**src/hdl/md5_pkg.sv**
```systemverilog
package md5_pkg;

  localparam logic [31:0] InitA = 32'h67452301;
  localparam logic [31:0] InitB = 32'hefcdab89;
  localparam logic [31:0] InitC = 32'h98badcfe;
  localparam logic [31:0] InitD = 32'h10325476;
  localparam logic [7:0]  PadMarker = 8'h80;
  localparam int unsigned QueueDepth = 2;
  localparam int unsigned QueuePtrW = 1;

  typedef enum logic {
    FUNC_DATA   = 1'b0,
    FUNC_FINISH = 1'b1
  } func_e;

  typedef struct packed {
    func_e      func;
    logic [7:0] data_byte;
  } item_t;

  function automatic logic [31:0] round_const(input logic [5:0] i);
    logic [31:0] k;
    case (i)
      6'd0: k = 32'hd76aa478;   6'd1: k = 32'he8c7b756;
      6'd2: k = 32'h242070db;   6'd3: k = 32'hc1bdceee;
      6'd4: k = 32'hf57c0faf;   6'd5: k = 32'h4787c62a;
      6'd6: k = 32'ha8304613;   6'd7: k = 32'hfd469501;
      6'd8: k = 32'h698098d8;   6'd9: k = 32'h8b44f7af;
      6'd10: k = 32'hffff5bb1;  6'd11: k = 32'h895cd7be;
      6'd12: k = 32'h6b901122;  6'd13: k = 32'hfd987193;
      6'd14: k = 32'ha679438e;  6'd15: k = 32'h49b40821;
      6'd16: k = 32'hf61e2562;  6'd17: k = 32'hc040b340;
      6'd18: k = 32'h265e5a51;  6'd19: k = 32'he9b6c7aa;
      6'd20: k = 32'hd62f105d;  6'd21: k = 32'h02441453;
      6'd22: k = 32'hd8a1e681;  6'd23: k = 32'he7d3fbc8;
      6'd24: k = 32'h21e1cde6;  6'd25: k = 32'hc33707d6;
      6'd26: k = 32'hf4d50d87;  6'd27: k = 32'h455a14ed;
      6'd28: k = 32'ha9e3e905;  6'd29: k = 32'hfcefa3f8;
      6'd30: k = 32'h676f02d9;  6'd31: k = 32'h8d2a4c8a;
      6'd32: k = 32'hfffa3942;  6'd33: k = 32'h8771f681;
      6'd34: k = 32'h6d9d6122;  6'd35: k = 32'hfde5380c;
      6'd36: k = 32'ha4beea44;  6'd37: k = 32'h4bdecfa9;
      6'd38: k = 32'hf6bb4b60;  6'd39: k = 32'hbebfbc70;
      6'd40: k = 32'h289b7ec6;  6'd41: k = 32'heaa127fa;
      6'd42: k = 32'hd4ef3085;  6'd43: k = 32'h04881d05;
      6'd44: k = 32'hd9d4d039;  6'd45: k = 32'he6db99e5;
      6'd46: k = 32'h1fa27cf8;  6'd47: k = 32'hc4ac5665;
      6'd48: k = 32'hf4292244;  6'd49: k = 32'h432aff97;
      6'd50: k = 32'hab9423a7;  6'd51: k = 32'hfc93a039;
      6'd52: k = 32'h655b59c3;  6'd53: k = 32'h8f0ccc92;
      6'd54: k = 32'hffeff47d;  6'd55: k = 32'h85845dd1;
      6'd56: k = 32'h6fa87e4f;  6'd57: k = 32'hfe2ce6e0;
      6'd58: k = 32'ha3014314;  6'd59: k = 32'h4e0811a1;
      6'd60: k = 32'hf7537e82;  6'd61: k = 32'hbd3af235;
      6'd62: k = 32'h2ad7d2bb;  default: k = 32'heb86d391;
    endcase
    return k;
  endfunction

  function automatic logic [4:0] rot_amount(input logic [3:0] sel);
    logic [4:0] s;
    case (sel)
      4'd0: s = 5'd7;   4'd1: s = 5'd12;  4'd2: s = 5'd17;  4'd3: s = 5'd22;
      4'd4: s = 5'd5;   4'd5: s = 5'd9;   4'd6: s = 5'd14;  4'd7: s = 5'd20;
      4'd8: s = 5'd4;   4'd9: s = 5'd11;  4'd10: s = 5'd16; 4'd11: s = 5'd23;
      4'd12: s = 5'd6;  4'd13: s = 5'd10; 4'd14: s = 5'd15; default: s = 5'd21;
    endcase
    return s;
  endfunction

endpackage

```
**src/hdl/md5_stream_if.sv**
```systemverilog
interface md5_in_if;
  import md5_pkg::*;
  logic       valid;
  logic       ready;
  func_e      func;
  logic [7:0] data_byte;
  modport source (output valid, func, data_byte, input ready);
  modport sink (input valid, func, data_byte, output ready);
endinterface

interface md5_out_if;
  logic        valid;
  logic        ready;
  logic [31:0] digest_word;
  logic [1:0]  word_index;
  logic        last;
  modport source (output valid, digest_word, word_index, last, input ready);
  modport sink (input valid, digest_word, word_index, last, output ready);
endinterface

```
**src/hdl/md5_front.sv**
```systemverilog
// Input stage and short queue: items wait here while the core is busy.
module md5_front
  import md5_pkg::*;
(
  input  logic  clk_i,
  input  logic  rst_ni,
  md5_in_if.sink in_if,
  output logic  item_valid_o,
  output item_t item_o,
  input  logic  item_pop_i
);

  item_t                 mem_q [QueueDepth];
  logic [QueuePtrW-1:0]  wr_q, wr_d, rd_q, rd_d;
  logic [QueuePtrW:0]    cnt_q, cnt_d;
  logic                  push;

  assign in_if.ready  = (cnt_q != (QueuePtrW+1)'(QueueDepth));
  assign push         = in_if.valid && in_if.ready;
  assign item_valid_o = (cnt_q != '0);
  assign item_o       = mem_q[rd_q];

  always_comb begin
    wr_d  = push ? wr_q + 1'b1 : wr_q;
    rd_d  = item_pop_i ? rd_q + 1'b1 : rd_q;
    cnt_d = cnt_q + (QueuePtrW+1)'(push) - (QueuePtrW+1)'(item_pop_i);
  end

  always_ff @(posedge clk_i or negedge rst_ni) begin
    if (!rst_ni) begin
      wr_q  <= '0;
      rd_q  <= '0;
      cnt_q <= '0;
    end else begin
      wr_q  <= wr_d;
      rd_q  <= rd_d;
      cnt_q <= cnt_d;
    end
  end

  always_ff @(posedge clk_i) begin
    if (push) begin
      mem_q[wr_q] <= '{func: in_if.func, data_byte: in_if.data_byte};
    end
  end

endmodule

```
**src/hdl/md5_core.sv**
```systemverilog
// Block buffer, padding sequencer and the one-round-per-cycle compression.
module md5_core
  import md5_pkg::*;
(
  input  logic    clk_i,
  input  logic    rst_ni,
  input  logic    item_valid_i,
  input  item_t   item_i,
  output logic    item_pop_o,
  md5_out_if.source out_if
);

  typedef enum logic [5:0] {
    ST_IDLE = 6'b000001,
    ST_PAD  = 6'b000010,
    ST_LEN  = 6'b000100,
    ST_RND  = 6'b001000,
    ST_ADD  = 6'b010000,
    ST_OUT  = 6'b100000
  } state_e;

  state_e       state_q, state_d;
  logic [31:0]  buf_q [16];
  logic [31:0]  h_q [4];
  logic [31:0]  a_q, b_q, c_q, d_q;
  logic [63:0]  bits_q;
  logic [5:0]   pos_q;       // next byte position while padding
  logic [5:0]   rnd_q;
  logic         fin_q;       // compression belongs to a finish
  logic         lenblk_q;    // compression carries the length
  logic [1:0]   oidx_q;

  logic [5:0]   wpos;
  logic [31:0]  f, t, tr, m;
  logic [3:0]   g;
  logic [1:0]   stg;
  logic [4:0]   sh;

  assign wpos = bits_q[8:3];
  assign stg  = rnd_q[5:4];

  always_comb begin
    case (stg)
      2'd0: begin f = d_q ^ (b_q & (c_q ^ d_q)); g = rnd_q[3:0]; end
      2'd1: begin f = c_q ^ (d_q & (b_q ^ c_q)); g = 4'(rnd_q * 3'd5 + 1'b1); end
      2'd2: begin f = b_q ^ c_q ^ d_q; g = 4'(rnd_q * 2'd3 + 3'd5); end
      default: begin f = c_q ^ (b_q | ~d_q); g = 4'(rnd_q * 3'd7); end
    endcase
    m  = buf_q[g];
    t  = a_q + f + round_const(rnd_q) + m;
    sh = rot_amount({stg, rnd_q[1:0]});
    tr = (t << sh) | (t >> (6'd32 - {1'b0, sh}));
  end

  assign item_pop_o         = (state_q == ST_IDLE) && item_valid_i;
  assign out_if.valid       = (state_q == ST_OUT);
  assign out_if.digest_word = h_q[oidx_q];
  assign out_if.word_index  = oidx_q;
  assign out_if.last        = (oidx_q == 2'd3);

  always_comb begin
    state_d = state_q;
    case (state_q)
      ST_IDLE: if (item_valid_i) begin
        if (item_i.func == FUNC_FINISH) state_d = (wpos > 6'd55) ? ST_PAD : ST_LEN;
        else if (wpos == 6'd63) state_d = ST_RND;
      end
      ST_PAD:  if (pos_q == 6'd63) state_d = ST_RND;
      ST_LEN:  state_d = ST_RND;
      ST_RND:  if (rnd_q == 6'd63) state_d = ST_ADD;
      ST_ADD:  state_d = (lenblk_q) ? ST_OUT : (fin_q ? ST_LEN : ST_IDLE);
      ST_OUT:  if (out_if.ready && oidx_q == 2'd3) state_d = ST_IDLE;
      default: state_d = ST_IDLE;
    endcase
  end

  always_ff @(posedge clk_i or negedge rst_ni) begin
    if (!rst_ni) begin
      state_q  <= ST_IDLE;
      h_q      <= '{InitA, InitB, InitC, InitD};
      bits_q   <= '0;
      rnd_q    <= '0;
      fin_q    <= 1'b0;
      lenblk_q <= 1'b0;
      oidx_q   <= '0;
      pos_q    <= '0;
    end else begin
      state_q <= state_d;
      case (state_q)
        ST_IDLE: if (item_valid_i) begin
          rnd_q <= '0;
          if (item_i.func == FUNC_FINISH) begin
            fin_q    <= 1'b1;
            lenblk_q <= 1'b0;
            pos_q    <= wpos + 1'b1;
          end else begin
            bits_q   <= bits_q + 64'd8;
            fin_q    <= 1'b0;
            lenblk_q <= 1'b0;
          end
        end
        ST_PAD:  pos_q <= pos_q + 1'b1;
        ST_LEN:  lenblk_q <= 1'b1;
        ST_RND:  rnd_q <= rnd_q + 1'b1;
        ST_ADD: begin
          h_q[0] <= h_q[0] + a_q;
          h_q[1] <= h_q[1] + b_q;
          h_q[2] <= h_q[2] + c_q;
          h_q[3] <= h_q[3] + d_q;
        end
        ST_OUT: if (out_if.ready) begin
          oidx_q <= oidx_q + 1'b1;
          if (oidx_q == 2'd3) begin
            h_q    <= '{InitA, InitB, InitC, InitD};
            bits_q <= '0;
            fin_q  <= 1'b0;
            lenblk_q <= 1'b0;
          end
        end
        default: ;
      endcase
    end
  end

  // Payload: block buffer and working variables.
  always_ff @(posedge clk_i) begin
    case (state_q)
      ST_IDLE: if (item_valid_i) begin
        if (item_i.func == FUNC_FINISH) begin
          buf_q[wpos[5:2]][8*wpos[1:0] +: 8] <= PadMarker;
          // Zero the rest of the block; the length words are set later.
          for (int i = 0; i < 64; i++) begin
            if (6'(i) > wpos) buf_q[i/4][8*(i%4) +: 8] <= 8'h00;
          end
        end else begin
          buf_q[wpos[5:2]][8*wpos[1:0] +: 8] <= item_i.data_byte;
        end
        a_q <= h_q[0]; b_q <= h_q[1]; c_q <= h_q[2]; d_q <= h_q[3];
      end
      ST_LEN: begin
        // A spilled block needs the data words cleared for the second pass.
        if (fin_q && rnd_q == 6'd0 && pos_q == 6'd0) begin
          for (int i = 0; i < 14; i++) buf_q[i] <= '0;
        end
        buf_q[14] <= bits_q[31:0];
        buf_q[15] <= bits_q[63:32];
        a_q <= h_q[0]; b_q <= h_q[1]; c_q <= h_q[2]; d_q <= h_q[3];
      end
      ST_RND: begin
        a_q <= d_q;
        d_q <= c_q;
        c_q <= b_q;
        b_q <= b_q + tr;
      end
      ST_ADD: if (fin_q && !lenblk_q) begin
        for (int i = 0; i < 14; i++) buf_q[i] <= '0;
      end
      default: ;
    endcase
  end

endmodule

```
**src/hdl/md5_stream_hash.sv**
```systemverilog
// Channel  | Dir | Payload
// in_if    | in  | func, data_byte
// out_if   | out | digest_word, word_index, last
//
// A data byte is written into the block buffer; the 64th byte of a block starts
// compression (one MD5 round per cycle through the single round unit).
// A finish pads and compresses the block, or two blocks when the padding spills
// into a second block (the padding state idles up to byte position 63), then
// gives four output transactions.
// Reset is asynchronous, active low, and loads the MD5 initial chaining words.
// A two-entry queue takes bytes until full while the core compresses; the core
// holds each digest word until the sink takes it.
module md5_stream_hash
  import md5_pkg::*;
(
  input  logic        clk_i,
  input  logic        rst_ni,
  md5_in_if.sink      in_if,
  md5_out_if.source   out_if
);

  logic  item_valid, item_pop;
  item_t item;

  md5_front u_front (
    .clk_i, .rst_ni, .in_if,
    .item_valid_o(item_valid), .item_o(item), .item_pop_i(item_pop)
  );

  md5_core u_core (
    .clk_i, .rst_ni,
    .item_valid_i(item_valid), .item_i(item), .item_pop_o(item_pop), .out_if
  );

`ifndef SYNTHESIS
  a_pop_valid: assert property (@(posedge clk_i) disable iff (!rst_ni)
    item_pop |-> item_valid) else $error("pop from empty queue");
  a_last_idx: assert property (@(posedge clk_i) disable iff (!rst_ni)
    out_if.valid && out_if.last |-> out_if.word_index == 2'd3)
    else $error("last flag on wrong word");
  a_no_pop_out: assert property (@(posedge clk_i) disable iff (!rst_ni)
    out_if.valid |-> !item_pop) else $error("item taken while digest pending");
`endif

endmodule

```
**src/flat_wrapper.sv**
```systemverilog
// flat-port wrapper written by rule: the top's interface ports become plain ports
module md5_stream_hash_flat import md5_pkg::*;
  (clk_i, rst_ni, in_if_valid, in_if_func, in_if_data_byte, in_if_ready, out_if_valid, out_if_digest_word, out_if_word_index, out_if_last, out_if_ready);
  md5_in_if in_if_i ();
  md5_out_if out_if_i ();
  input  logic clk_i;
  input  logic rst_ni;
  input wire logic [$bits(in_if_i.valid)-1:0] in_if_valid;
  input wire logic [$bits(in_if_i.func)-1:0] in_if_func;
  input wire logic [$bits(in_if_i.data_byte)-1:0] in_if_data_byte;
  output wire logic [$bits(in_if_i.ready)-1:0] in_if_ready;
  output wire logic [$bits(out_if_i.valid)-1:0] out_if_valid;
  output wire logic [$bits(out_if_i.digest_word)-1:0] out_if_digest_word;
  output wire logic [$bits(out_if_i.word_index)-1:0] out_if_word_index;
  output wire logic [$bits(out_if_i.last)-1:0] out_if_last;
  input wire logic [$bits(out_if_i.ready)-1:0] out_if_ready;
  assign in_if_i.valid = in_if_valid;
  assign in_if_i.func = in_if_func;
  assign in_if_i.data_byte = in_if_data_byte;
  assign in_if_ready = in_if_i.ready;
  assign out_if_valid = out_if_i.valid;
  assign out_if_digest_word = out_if_i.digest_word;
  assign out_if_word_index = out_if_i.word_index;
  assign out_if_last = out_if_i.last;
  assign out_if_i.ready = out_if_ready;
  md5_stream_hash u_core (.clk_i(clk_i), .rst_ni(rst_ni), .in_if(in_if_i), .out_if(out_if_i));
endmodule
```
**config.mk**
```make
export PLATFORM = sky130hd
export DESIGN_NAME = md5_stream_hash_flat
export DESIGN_NICKNAME = d
export VERILOG_FILES = /design/src/hdl/md5_pkg.sv /design/src/hdl/md5_stream_if.sv /design/src/hdl/md5_front.sv /design/src/hdl/md5_core.sv /design/src/hdl/md5_stream_hash.sv /design/src/flat_wrapper.sv
export SDC_FILE = /design/constraint.sdc
export NUM_CORES = 2
export LEC_CHECK = 0
export BUFFER_PORTS_ARGS = -buffer_cell sky130_fd_sc_hd__buf_2
export CORE_ASPECT_RATIO = 0.9
export CORE_MARGIN = 5
export CORE_UTILIZATION = 65
export CTS_CLUSTER_SIZE = 16
export DETAILED_ROUTE_END_ITERATION = 6
export PLACE_DENSITY_LB_ADDON = 0.08
export SYNTH_ARGS = -nofsm -noshare
export SYNTH_HDL_FRONTEND = slang
export SYNTH_SLANG_ARGS = --single-unit
```
**constraint.sdc**
```tcl
create_clock -name clk_i -period 15.08 [get_ports clk_i]
set_input_delay 0 -clock clk_i [delete_from_list [all_inputs] [get_ports clk_i]]
set_output_delay 0 -clock clk_i [all_outputs]
set_load 0.02 [all_outputs]
```
* After elaboration in Yosys (flattened, before gate mapping)
Memories as Yosys holds them, arrays and structs flattened.
Index checks and enable logic that the tools add are counted.
** Storage, ports and cells
- Register bits :: 346
- Output and inout port bits :: 37
- Bits of input ports :: 13
- Memories kept :: 4
- Logic and storage cells :: 861
- Bits in read-only memories :: 2128
- Bits in writable memories :: 530
** Cells by class
- Magnitude comparators :: 66
- Reductions and logical operators :: 26
- Eq/ne operators :: 22
- Multiply operators :: 3
- Muxes and demuxes :: 532
- $add $sub $neg :: 21
- Shift operators :: 5
- Bitwise logic cells :: 164
** Memory list
- (no name shown) :: depth 64, bits a word 32, read ports 1, clocked after Yosys merged registers in 0, wr ports 0, line md5_pkg.sv:23 : case (i)
- u_core.u_core.buf_q :: depth 16, bits a word 32, read ports 1, clocked after Yosys merged registers in 0, wr ports 17, line md5_core.sv:23 : logic [31:0] buf_q [16];
- (no name shown) :: depth 16, bits a word 5, read ports 1, clocked after Yosys merged registers in 0, wr ports 0, line md5_pkg.sv:62 : case (sel)
- u_core.u_front.mem_q :: depth 2, bits a word 9, read ports 1, clocked after Yosys merged registers in 0, wr ports 1, line md5_front.sv:13 : item_t mem_q [QueueDepth];
** Operator list (number)
- 2-to-1 mux 8 bit :: 120
- case mux 32 bit (3 select lines) :: 5
- 2-to-1 mux 1 bit :: 372
- adder 32 bit :: 8
- 2-to-1 mux 128 bit :: 2
- 2-to-1 mux 32 bit :: 8
- 2-to-1 mux 64 bit :: 4
- case mux 128 bit (2 select lines) :: 1
- > comparator 6 bit (first input constant) :: 32
- XOR 32 bit :: 6
- OR 1 bit :: 152
- case mux 64 bit (2 select lines) :: 1
- > comparator 5 x 6 -> 1 bit (first input constant) :: 16
- adder 64 x 4 -> 64 bit (second input constant) :: 1
- AND 32 bit :: 2
- binary-select mux 32 bit (select 2 bit) :: 1
- OR 32 bit :: 2
- 2-to-1 mux 6 bit :: 10
- > comparator 4 x 6 -> 1 bit (first input constant) :: 8
- case mux 6 bit (6 select lines) :: 1
- negation 5 -> 34 bit :: 1
- variable shift 8 x 34 -> 32 bit (first input constant) :: 1
- indexed part select 8 x 34 -> 32 bit :: 1
- indexed part select 8 x 34 -> 32 bit (first input constant) :: 1
- other kinds (45) :: 83

* Depth between registers and ports, before layout
- Depth in word-level cells :: 11
- Gate-level depth with buffers :: 46
- Gate-level depth less buffers :: 41

* Cells and area by module
From an unflattened synthesis, not the netlist that was laid out.
** Second synthesis, totals
- Cells, all modules :: 6820
- Area total of the unflattened synthesis :: 57669.1 um^2
** By module, submodules not included
- md5_core :: times used 1, area each 56817.0 um^2, sequential area each 20095.5 um^2, cells an instance 6775
- md5_front :: times used 1, area each 852.1 um^2, sequential area each 640.6 um^2, cells an instance 45

* Least setup slack after synthesis
No wires, ideal clock.
- Path type :: reg-to-reg
- Start point :: register u_core.u_core.rnd_q[2]
- End point :: register u_core.u_core.b_q[28], data pin
- Required time :: 14.812 ns
- Setup slack :: 3.700 ns
- Buffers on the path :: 5
- Arrival time :: 11.112 ns
- Stages on the path, launching flop included :: 43
- Library setup time :: 0.268 ns
- Period minus slack after synthesis :: 11.380 ns
- Path through :: dfrtp_1 inv_1 clkbuf_1 clkbuf_1 ha_1 fa_1 xor2_1 xnor2_1 o211ai_1 clkbuf_1 clkbuf_1 clkbuf_1 mux2i_1 a21oi_1 fa_1 inv_1 fa_1 inv_1 [... 7 more ...] or2_2 mux4_2 mux2_2 nor2_1 a31oi_1 a221o_1 fa_1 a21o_1 a21oi_1 o21ai_0 a211o_1 a21oi_1 o21ai_0 o211ai_1 a21oi_1 nor2_1 xor2_1 o21ai_0
** On the way
- Cells in the longest elaborated chain, start to end :: 9
- Elaborated cells on any way between the ends :: 15
- Classes of those cells :: add/sub: 5; mul: 3; shift: 2; mux: 2; bitwise: 1; memory: 2
** Ends and longest elaborated chain
- start, declared :: line md5_core.sv:28 : logic [5:0] rnd_q;
- start signal, assigned :: line md5_core.sv:104 : ST_RND: rnd_q <= rnd_q + 1'b1;
- multiplier 6 x 2 -> 4 bit or multiplier 6 x 3 -> 4 bit (tied branches) :: line md5_core.sv:46, md5_core.sv:45
- adder 4 x 3 -> 4 bit or adder 4 x 1 -> 4 bit (tied branches) :: line md5_core.sv:46, md5_core.sv:45
- case mux 4 bit (3 select lines) :: line md5_core.sv:43 : case (stg)
- memory (16 x 32 bit)
- adder 32 bit * :: line md5_core.sv:50 : t = a_q + f + round_const(rnd_q) + m;
- >> shifter 32 x 6 -> 32 bit or << shifter 32 x 5 -> 32 bit (tied branches) :: line md5_core.sv:52 : tr = (t << sh) | (t >> (6'd32 - {1'b0, sh}));
- OR 32 bit * :: line md5_core.sv:52
- adder 32 bit * :: line md5_core.sv:153 : b_q <= b_q + tr;
- case mux 32 bit (3 select lines) * :: line md5_core.sv:127 : case (state_q)
- end signal, assigned :: line md5_core.sv:138 : a_q <= h_q[0]; b_q <= h_q[1]; c_q <= h_q[2]; d_q <= h_q[3];
- end signal, assigned :: line md5_core.sv:147 : a_q <= h_q[0]; b_q <= h_q[1]; c_q <= h_q[2]; d_q <= h_q[3];
- end signal, assigned :: line md5_core.sv:153
- end, declared :: line md5_core.sv:25 : logic [31:0] a_q, b_q, c_q, d_q;
Every way passes the cells marked *; elsewhere a longest branch is shown, timed or not.
A chain may end at the register's enable or synchronous reset.

* Worst setup path after layout
- Start point :: register u_core.u_core.rnd_q[1]
- End point :: register u_core.u_core.b_q[28], data pin
** On the way
- Cells in the longest elaborated chain, start to end :: 9
- Elaborated cells on any way between the ends :: 17
- Classes of those cells :: add/sub: 6; mul: 3; shift: 2; mux: 2; bitwise: 1; memory: 3
** Ends and longest elaborated chain (line)
- multiplier 6 x 2 -> 4 bit or multiplier 6 x 3 -> 4 bit (tied branches) :: md5_core.sv:46, md5_core.sv:45
- adder 4 x 3 -> 4 bit or adder 4 x 1 -> 4 bit (tied branches) :: md5_core.sv:46, md5_core.sv:45
- case mux 4 bit (3 select lines) :: md5_core.sv:43
- memory (16 x 32 bit)
- adder 32 bit :: md5_core.sv:50
- >> shifter 32 x 6 -> 32 bit or << shifter 32 x 5 -> 32 bit (tied branches) :: md5_core.sv:52
- OR 32 bit * :: md5_core.sv:52
- adder 32 bit * :: md5_core.sv:153
- case mux 32 bit (3 select lines) * :: md5_core.sv:127
Marked as above.

==> out/results.tsv <==
metric	value	unit
# DRC	0	
hpwl dp	153000	µm
yosys warns	0	
Tcrit/Tclk final	84.8	%
HP Class	input pin to async pin	
synth top area cells	dfxtp_1, edfxtp_1, a21oi_1	
Buf/Inv on CP	2	
largest fanout on the critical path	40	
Syn Nets	7350	
total grt overflow	0	
Placer Congestion	1.02	
routed via count	56100	
Post-synth top flop	dfxtp_1	
# IOs	50	
most numerous cell in the Yosys netlist	nor2_1	
Crit Path Category	flip-flop to flip-flop	
Setup TNS	0	ns
CTS H-tree lvls	3	
Seq/Total Area, Yosys	35.5	%
commonest cells in the synthesized netlist	nor2_1, nand2_1, a21oi_1, dfxtp_1, o21ai_0	
antenna violations before repair	2	
Clock Skew	0.0537	ns
cells resized by post-CTS repair	0	
Fin Hold WS	-0.00784	ns
minimum clock period	12.79	ns
Worst setup EP type	flip-flop	
CP Data Arrival Time	13.17	ns
number of synthesized flops with an enable pin	210	
number of global-route vias before repair	52800	
Initial DRT Pass Iterations	7	
Post-Syn Instances	7034	
Crit path largest cell delay	0.97	ns
die area	95900	µm²
PortBufs	49	
Final Slew Violations	0	
Final nets	7183	
total track usage	42.9	%
fillcell total	6984	
fraction of layout cells with a size suffix above 1	9.38	%
clock slew at reported path FFs	0.06	ns
Num CTS Buffers	88	
CTS tree	built	
start point of the critical path	u_core.u_core.rnd_q[1]	
CTS Sinks	873	
Post-Route WL	213000	µm
Syn-to-layout area delta	6.98	%
Avg Synthesized Cell Area	8.30	µm²
status	complete, but fails checks	
Max-Cap Viols	0	
failing checks	hold timing	
Final Hold Viols	1	
Worst path slowest cell	o21ai_0	
Initial Util	65.4	%
r2r startpoint	u_core.u_core.rnd_q[1]	
via/cell ratio	6.92	
RSZ-0062 raised after global routing	no	
clk_lat worst skew	0.70	ns
FF+latch count, synth	873	
core area	89300	µm²
fmax	78.2	MHz
1st-iter DRT viols	7969	
Die Span X	326	µm
die span in y	294	µm
post-synth top area cell	dfxtp_1	
Clock Path Buffers	3	
Post-Syn Area	58400	µm²
CP top delay family	compound AO/OA/AOI/OAI gates	
Slew HR	11.3	%
ys async rst share	24.6	%
Post-DRT Antenna Nets	0	
DR WL/cell	26.3	µm
pin count of the biggest net entering global routing	111	
Setup violations, final	0	
post-synth top area share	15.4	%
Tightest Pin Transition	1.32	ns
Post-CTS Setup Bufs	0	
WP data required	15.46	ns
first-pass GRT wire length	320000	µm
Netlist cell types	97	
Clock Tree Root	clkbuf_16	
cell row count	104	
Startpoint Class	flip-flop	
-- per-stage QoR --
step                hold WS [ns]  worst slack [ns]  utilization (%)  cell area [µm²]  instances
floorplan                 -0.296              3.70                -            58400       7034
global placement           0.151              2.80             66.5            59400       7931
detailed placement         0.142              2.52             66.5            59400       7931
CTS                      0.00863              2.52             70.0            62500       8108
global route              0.0396              1.61             70.0            62500       8108
finish                  -0.00784              2.29             70.0            62500       8110
-- state kept, by name, summed over array words and instances (netlist names), 6 cells and up --
name / count
u_core.u_core.a_q: 32
u_core.u_core.b_q: 32
u_core.u_core.bits_q: 61
u_core.u_core.buf_q: 512
u_core.u_core.c_q: 32
u_core.u_core.d_q: 32
u_core.u_core.h_q: 128
u_core.u_core.pos_q: 6
u_core.u_core.rnd_q: 6
u_core.u_core.state_q: 6
u_core.u_front.mem_q: 18
-- cell families (layout without fill, tap and decap cells) --
| logic type | after synthesis | count (layout) | share of synthesized area, % |
|---|---|---|---|
| flip-flops | 873 | 873 | 35.5 |
| AO/OA/AOI/OAI | 2000 | 2000 | 20.7 |
| XOR/XNOR | 251 | 251 | 3.78 |
| AND/OR/NAND/NOR | 2693 | 2693 | 19.6 |
| multiplexers | 296 | 296 | 8.97 |
| adder cells (fa/ha/maj) | 303 | 303 | 7.42 |
| other | 0 | 2 | 0 |
| buffers and inverters | 618 | 526 | 4.07 |
-- placed cells by master, fill, tap and decap left out, types with 87 or more instances in the layout --
cell type / n
a211oi_1: 131
xnor2_1: 131
dfrtp_1: 145
nand3_1: 126
ha_1: 231
dfxtp_1: 448
o21ai_0: 436
nor3_1: 123
mux4_2: 179
nand2_1: 1045
a21oi_1: 808
mux2i_1: 87
buf_4: 90
nor2_1: 1047
clkbuf_16: 91
inv_1: 201
a21o_1: 101
edfxtp_1: 210
xor2_1: 115
-- worst paths after layout --
path / end / slack (ns) / cells past startpoint
setup / recovery: u_core.u_core.b_q[28] / 2.29 / 35
hold / removal: u_core.u_core.h_q[48] / -0.008 / 2
setup reg to reg: u_core.u_core.b_q[28] / 2.29 / 35
hold reg to reg: u_core.u_core.buf_q[13][5] / 0.45 / 2
max in group asynchronous: u_core.u_front.wr_q / 12.85 / 4
min in group clk_i: u_core.u_front.mem_q[1][1] / 0.03 / 2
-- metal layers --
layer / up-vias / GRT usage (%) / part of all wire, %
met5: - / 0 / 0.0042
met4: 2 / 30.3 / 8.7
met3: 922 / 9.88 / 12
met2: 3897 / 64.9 / 43
met1: 26600 / 54.9 / 37
li1: 24700 / - / -
-- final cells by class --
type	instances	area, µm²	area share, %
multi-input combinational	5543	35400	56.7
sequential	873	20700	33.2
clock buffer	130	2550	4.09
tap	1166	1460	2.34
timing repair buffer	154	1110	1.78
inverter	207	778	1.25
clock inverter	35	419	0.671
antenna	2	5.00	0.00801
-- worst reg2reg max path, delay by kind of cell, from the launching register on --
family                     cells  cell delay (ns)
AOI/OAI and AO/OA             17             5.41
xor gates and xnor gates       1             0.16
adders and majority gates      6             2.41
buffers and inverters          2             0.62
DFF                            1             0.86
muxes                          5             2.08
and+or+nand+nor                4             0.93
-- what timing repair did --
action	CTS	global route
endpoints found under the setup margin	0	0
hold endpoints to repair	145	0
hold buffers	12	0
Power is left out: the tool's default activity adds up to more than one toggle a clock period on the data nets, which glitch-free logic cannot reach.
